File: config.mk
export PLATFORM = sky130hd
export DESIGN_NAME = asrf_pct_div
export DESIGN_NICKNAME = d
export VERILOG_FILES = /design/src/asrf_pkg.sv /design/src/asrf_pct_div.sv
export VERILOG_INCLUDE_DIRS = /design/src /design/src/src
export SDC_FILE = /design/constraint.sdc
export NUM_CORES = 1
export LEC_CHECK = 0
export BUFFER_PORTS_ARGS = -buffer_cell sky130_fd_sc_hd__buf_4
export CORE_MARGIN = 1.5
export CORE_UTILIZATION = 35
export DETAILED_ROUTE_END_ITERATION = 10
export PLACE_DENSITY = 0.54
export SYNTH_ARGS = -nofsm -noshare
export SYNTH_HDL_FRONTEND = slang
export SYNTH_SLANG_ARGS = --single-unit
File: constraint.sdc
create_clock -name clk -period 11.44 [get_ports clk]
set_clock_uncertainty 0.1 [all_clocks]
set_input_delay 2.86 -clock clk [delete_from_list [all_inputs] [get_ports clk]]
set_output_delay 2.86 -clock clk [all_outputs]
set_load 0.1 [all_outputs]
File: src/audio_sample_ring_fifo_unit_defines.svh
// Assertion macros shared by the ring FIFO modules.
`ifndef AUDIO_SAMPLE_RING_FIFO_UNIT_DEFINES_SVH
`define AUDIO_SAMPLE_RING_FIFO_UNIT_DEFINES_SVH

`ifndef SYNTH
// Same-cycle implication, checked on every clock edge outside reset.
`define ASRF_ASSERT_IMPLY(label, ck, rs, pre, post) \
  label: assert property (@(posedge ck) disable iff (rs) (pre) |-> (post)) \
    else $error("ring FIFO assertion failed");
// Implication whose consequence is checked in the following cycle.
`define ASRF_ASSERT_NEXT(label, ck, rs, pre, post) \
  label: assert property (@(posedge ck) disable iff (rs) (pre) |=> (post)) \
    else $error("ring FIFO assertion failed");
`else
`define ASRF_ASSERT_IMPLY(label, ck, rs, pre, post)
`define ASRF_ASSERT_NEXT(label, ck, rs, pre, post)
`endif

`endif

File: src/asrf_pkg.sv
// Shared constants, operation codes and interface structs of the ring FIFO.
package asrf_pkg;

  // Storage geometry.
  localparam int DEPTH  = 8192;
  localparam int ADDR_W = $clog2(DEPTH);
  localparam int CNT_W  = $clog2(DEPTH + 1);

  // Fixed field widths.
  localparam int CAP_W    = 14;
  localparam int SAMPLE_W = 16;
  localparam int WIDE_W   = 32;
  localparam int MODE_W   = 3;
  localparam int LEVEL_W  = 14;
  localparam int PCT_W    = 7;
  localparam int BURST_W  = 16;

  localparam logic [CAP_W-1:0] CAP_RESET = 14'd8192;

  // Percentage arithmetic.
  localparam int PCT_FULL = 100;
  localparam int PROD_W   = CNT_W + PCT_W;
  localparam int STEP_W   = $clog2(PCT_W);

  // Operation codes carried in the mode field.
  localparam logic [MODE_W-1:0] MODE_WRITE16 = 3'd0;
  localparam logic [MODE_W-1:0] MODE_WRITE32 = 3'd1;
  localparam logic [MODE_W-1:0] MODE_READ16  = 3'd2;
  localparam logic [MODE_W-1:0] MODE_READ32  = 3'd3;
  localparam logic [MODE_W-1:0] MODE_CHECK   = 3'd4;
  localparam logic [MODE_W-1:0] MODE_RESET   = 3'd5;

  // Request to the percentage divider.
  typedef struct packed {
    logic             start;
    logic [CNT_W-1:0] held;
    logic [CNT_W-1:0] cap;
  } div_req_t;

  // Answer from the percentage divider.
  typedef struct packed {
    logic             done;
    logic [PCT_W-1:0] pct;
  } div_rsp_t;

endpackage

File: src/asrf_pct_div.sv
// Iterative divider that turns fill level and capacity into a usage percentage.
`include "audio_sample_ring_fifo_unit_defines.svh"

module asrf_pct_div (
  input  logic               clk,
  input  logic               rst,
  input  asrf_pkg::div_req_t req,
  output asrf_pkg::div_rsp_t rsp
);

  logic                          busy;
  logic                          done;
  logic [asrf_pkg::STEP_W-1:0]   step;
  logic [asrf_pkg::PROD_W-1:0]   rem;
  logic [asrf_pkg::PCT_W-1:0]    quo;
  logic [asrf_pkg::CNT_W-1:0]    cap_q;
  logic [asrf_pkg::PROD_W-1:0]   trial;

  // Divisor aligned to the quotient bit under test.
  assign trial = asrf_pkg::PROD_W'(cap_q) << step;

  // Sequencing: a level at or above capacity answers at once, otherwise one
  // quotient bit is resolved per cycle, most significant first.
  always_ff @(posedge clk) begin
    if (rst) begin
      busy <= 1'b0;
      done <= 1'b0;
      step <= '0;
    end else begin
      done <= 1'b0;
      if (req.start) begin
        if (req.held >= req.cap) begin
          busy <= 1'b0;
          done <= 1'b1;
        end else begin
          busy <= 1'b1;
          step <= asrf_pkg::STEP_W'(asrf_pkg::PCT_W - 1);
        end
      end else if (busy) begin
        step <= step - 1'b1;
        if (step == '0) begin
          busy <= 1'b0;
          done <= 1'b1;
        end
      end
    end
  end

  // Restoring division datapath. Below capacity the quotient stays under 100,
  // so seven quotient bits suffice.
  always_ff @(posedge clk) begin
    if (req.start) begin
      cap_q <= req.cap;
      if (req.held >= req.cap) begin
        quo <= asrf_pkg::PCT_W'(asrf_pkg::PCT_FULL);
      end else begin
        quo <= '0;
        rem <= asrf_pkg::PROD_W'(req.held) * asrf_pkg::PROD_W'(asrf_pkg::PCT_FULL);
      end
    end else if (busy && rem >= trial) begin
      rem       <= rem - trial;
      quo[step] <= 1'b1;
    end
  end

  assign rsp.done = done;
  assign rsp.pct  = quo;

  `ASRF_ASSERT_IMPLY(a_pct_range, clk, rst, rsp.done, rsp.pct <= asrf_pkg::PCT_W'(asrf_pkg::PCT_FULL))
  `ASRF_ASSERT_IMPLY(a_no_restart, clk, rst, req.start, !busy)
  `ASRF_ASSERT_NEXT(a_last_step_done, clk, rst, busy && step == '0 && !req.start, done && !busy)

endmodule

# Yosys cells after proc, flatten, opt, wreduce, memory -nomap -nowiden

Cells that the tools add are included.

Memories kept: 0
Memory bits (read-only): 0
Bits of input ports: 31
RAM bits: 0
Bits in latches: 0
Register bits after elaboration: 47
Output and inout port bits: 8

Equality and inequality tests: 1
$lt $le $gt $ge: 4
Multiply operators: 1
Shift operators: 1
Multiplexer cells: 19
Reductions and logical operators: 7
Bitwise gates (word level): 1
Add/subtract/negate cells: 2
Div/mod/pow operators: 0

Operators with widths:

| cell                                                 | count |
|---|---|
| 2-to-1 mux 21 bit                                    | 3 |
| >= comparator 21 bit                                 | 1 |
| 2-to-1 mux 7 bit                                     | 3 |
| << shifter 14 x 3 -> 21 bit                          | 1 |
| subtractor 21 bit                                    | 1 |
| multiplier 14 x 5 -> 19 bit (second input constant)  | 1 |
| >= comparator 14 bit                                 | 1 |
| 2-to-1 mux 1 bit                                     | 9 |
| 2-to-1 mux 3 bit                                     | 3 |
| bitwise OR 7 bit                                     | 1 |
| < comparator 3 x 4 -> 1 bit (second input constant)  | 1 |
| AND reduction 2 bit                                  | 2 |
| nonzero test 2 bit                                   | 2 |
| demux 1 bit (select 3 bit)                           | 1 |
| >= comparator 3 x 1 -> 1 bit (second input constant) | 1 |
| zero test 3 bit                                      | 1 |
| subtractor 3 x 1 -> 3 bit (second input constant)    | 1 |
| logical AND 1 bit                                    | 2 |
| != test 2 bit (second input constant)                | 1 |

# Longest topological paths before layout

Word-level depth: 7
Mapped depth: 15
Depth with buffers taken out: 13

# Worst setup path after synthesis

Ideal clock, no wire load.

Path type: input port to flip-flop
From: in req[16] (netlist bit)
To: reg rem[18] (netlist bit) (data pin)
Slack: 5.682 ns
Stages on the path: 11
Arrival time: 5.390 ns
Data required time: 11.072 ns
Library setup time: 0.268 ns
Path through: ha_1 > ha_1 > fa_1 > ha_1 > a211oi_1 > o21bai_1 > o21ai_0 > nand2_1 > o31ai_1 > xor2_1 > mux2i_1

Longest elaborated chain between the ends: 3

Ends and longest elaborated chain:

| what                        | line               | source |
|---|---|---|
| from (decl)                 | asrf_pct_div.sv:7  | `input asrf_pkg::div_req_t req,` |
| multiplier 14 x 5 -> 19 bit | asrf_pct_div.sv:58 | `rem <= asrf_pkg::PROD_W'(req.held) * asrf_pkg::PROD_W'(asrf_pkg::PCT_FULL);` |
| 2-to-1 mux 21 bit           | asrf_pct_div.sv:54 | `if (req.held >= req.cap) begin` |
| 2-to-1 mux 21 bit           | asrf_pct_div.sv:52 | `if (req.start) begin` |
| to (signal assigned)        | asrf_pct_div.sv:58 |  |
| to (signal assigned)        | asrf_pct_div.sv:61 | `rem <= rem - trial;` |
| to (decl)                   | asrf_pct_div.sv:14 | `logic [asrf_pkg::PROD_W-1:0] rem;` |

Every way passes these cells. The select of a mux whose other input is x is not followed.
A chain may end at the register's enable or synchronous reset.

# Worst setup path in the final report

From: in req[20] (netlist bit)
To: reg rem[17] (netlist bit) (data pin)

The elaborated chain is that of the path after synthesis.

==> results.sh <==
export IMPL_grt_use_total=0.171
export IMPL_synth_nets=662
export IMPL_ys_ff_latch=47
export IMPL_cts_setup_buffers=0
export IMPL_fin_nets=688
export IMPL_cts_resized=0
export IMPL_grt_start_max_net_pins=66
export IMPL_clk_pin_slew_ns=0.07
export IMPL_clockBufferDepth=2
export IMPL_clock_latency_ns=0.30
export IMPL_synth_area_leader_cell="edfxtp_1"
export IMPL_powerDensity_nw_per_um2=167
export IMPL_relSlewSlack=0.381
export IMPL_fp_dieW_um=124
export IMPL_cpMaxStageDelayCell="fa_1"
export IMPL_finalCritPeriodShare=0.513
export IMPL_end_kind="flop"
export IMPL_area_delta_synth_final_pct=11.2
export IMPL_worstPathRequired_ns=11.46
export IMPL_path_common_cell="ha_1"
export IMPL_arrival_ns=5.89
export IMPL_dr_pass1_iters=4
export IMPL_min_path_type="flop to flop"
export IMPL_antenna_cells=0
export IMPL_cp_cell_sequence="buf_4, ha_1, ha_1, inv_1, fa_1, inv_1, ha_1, a21oi_1, nor2_1, a211oi_1, o31ai_1, a31oi_1, mux2_2, o31ai_1"
export IMPL_wl_per_cell_um=16.6
export IMPL_antenna_found_initial=0
export IMPL_max_freq_mhz=170
export IMPL_layout_cells_non_filler=744
export IMPL_grt_pass1_wl_mm=20.1
export IMPL_worst_pin_slew_ns=0.929
export IMPL_syn_area_um2=5090
export IMPL_dpl_hpwl_mm=9.86
export IMPL_cp_depth=14
export IMPL_n_fill_cell=1393
export IMPL_num_vias=3938
export IMPL_period_needed_ns=5.87
export IMPL_start_kind="primary input"
export IMPL_fp_coreArea_um2=14000
export IMPL_final_cell_mix="ha_1, inv_1, a21oi_1"
export IMPL_ir_drop_uv=67.3
export IMPL_synthArstFlopShare=0
export IMPL_synth_seq_area_share=0.268
export IMPL_cts_tree="built"
export IMPL_placed_cell_area_um2=5490
export IMPL_cp_num_buf_inv=3
export IMPL_synth_cell_types=60
export IMPL_cp_top_family="adder cells"
export IMPL_drive_gt1_frac=0.128
export IMPL_ys_warn_count=0
export IMPL_vias_per_cell=5.29
export IMPL_netlist_area_leader_share=0.248
export IMPL_finalSetupViolCount=0
export IMPL_gr_total_overflow=0
export IMPL_place_gp_congestion=0.860
export IMPL_ios=39
export IMPL_critPathMaxStageDelay_ns=0.49
export IMPL_finalHoldViolCount=0
export IMPL_drv_slew=0
export IMPL_dieArea_um2=15300
export IMPL_crit_type="primary input to flop"
export IMPL_layout_commonest_cell="ha_1"
export IMPL_setup_tns_final_ns=0
export IMPL_worstRegToRegCells=10
export IMPL_crit_path_max_fanout=4
export IMPL_cap_violations=0
export IMPL_cts_hold_buf=0
export IMPL_syn_avg_cell_area_um2=9.48
export IMPL_outcome="completed"
export IMPL_initial_core_util=0.362
export IMPL_cts_sinks=47
export IMPL_final_util=0.403
export IMPL_wl_mm=12.3
export IMPL_route_detailed_drc=0
export IMPL_synthFlopType="edfxtp_1"
export IMPL_synthCells=537
export IMPL_synth_area_leaders="edfxtp_1, ha_1, inv_1"
export IMPL_die_h_um=124
export IMPL_cts_max_level=2
export IMPL_stdcell_area_um2=5660
export IMPL_hold_path_depth=1
export IMPL_clock_root_buffer="clkbuf_16"
export IMPL_drt_iter0_drc=226
export IMPL_cts_buffers=5
export IMPL_rsz0062_at_grt="no"
export IMPL_leakage_nw=2.59
export IMPL_portBuffers=38
export IMPL_dp_cells=736
export IMPL_antenna_left=0
export IMPL_rows=43
export IMPL_synth_edf_count=42
export IMPL_grt_pass1_vias=3959
-- registers in the layout, summed over array words and instances, names as in the netlist --
name,flops
done,1
rem,21
step,3
quo,7
cap_q,14
busy,1
-- cell families (layout without fill, tap and decap cells) --
group / Yosys count / after routing / synth area share
multiplexers: 25 / 25 / 0.0718
adder cells (fa/ha/maj): 94 / 94 / 0.246
buffers and inverters: 84 / 111 / 0.0711
AO/OA/AOI/OAI: 155 / 155 / 0.199
AND/OR/NAND/NOR: 104 / 104 / 0.0969
flip-flops: 47 / 47 / 0.268
XOR/XNOR: 28 / 28 / 0.0482
-- report_power, final --
| group | leakage, nW | switching, W | internal, W |
|---|---|---|---|
| logic | 2.06 | 0.000315 | 0.000218 |
| clock network | 0.0786 | 0.0000691 | 0.0000952 |
| registers | 0.452 | 0.0000163 | 0.000231 |
-- final cells by class --
type	count	area, µm²	area share
Clock buffer	6	150	0.0265
Multi-Input combinational cell	406	3370	0.595
Timing Repair Buffer	41	308	0.0544
Sequential cell	47	1360	0.241
Tap cell	180	225	0.0398
Inverter	62	233	0.0411
Clock inverter	2	16.3	0.00287
-- worst paths after layout --
check,start,slack (ns),endpoint
worst max-delay path,req[20],5.57,rem[17]
worst min-delay path,quo[2],0.49,quo[2]
worst max register to register,step[2],6.97,rem[11]
worst min register to register,quo[2],0.49,quo[2]
-- metal layers --
metal,wire length (µm),vias up,global-route usage
li1,-,2003,-
met1,5980,1862,0.238
met2,5820,65,0.280
met3,377,8,0.0256
met4,144,0,0.0431
met5,0,-,0
-- through the flow --
step                      hold slack, ns  total power (W)  worst slack, ns
after floorplan                    0.450         0.000666             5.68
after global placement             0.466         0.000779             5.29
after detailed placement           0.471         0.000778             5.24
after CTS                          0.489         0.000948             5.54
after global routing               0.518          0.00102             5.33
final                              0.489         0.000945             5.57
-- cell usage after synthesis (all sizes together) (2+ instances only) --
| master | number |
|---|---|
| mux4 | 9 |
| a211oi | 9 |
| a21o | 18 |
| xnor2 | 13 |
| a221oi | 2 |
| nor3 | 6 |
| mux2i | 14 |
| xor2 | 15 |
| a211o | 4 |
| nand2 | 40 |
| a31oi | 9 |
| nor2b | 6 |
| o21a | 4 |
| mux2 | 2 |
| inv | 61 |
| nand2b | 10 |
| ha | 84 |
| o21ai | 37 |
| a311oi | 3 |
| a221o | 2 |
| o21bai | 3 |
| nor2 | 17 |
| a21oi | 47 |
| fa | 10 |
| or3 | 2 |
| o31ai | 4 |
| nand3 | 10 |
| clkbuf | 13 |
| and3 | 4 |
| nand4 | 5 |
| edfxtp | 42 |
| buf | 8 |
| o211ai | 4 |
| dfxtp | 5 |
(Power assumes the default switching activity.)
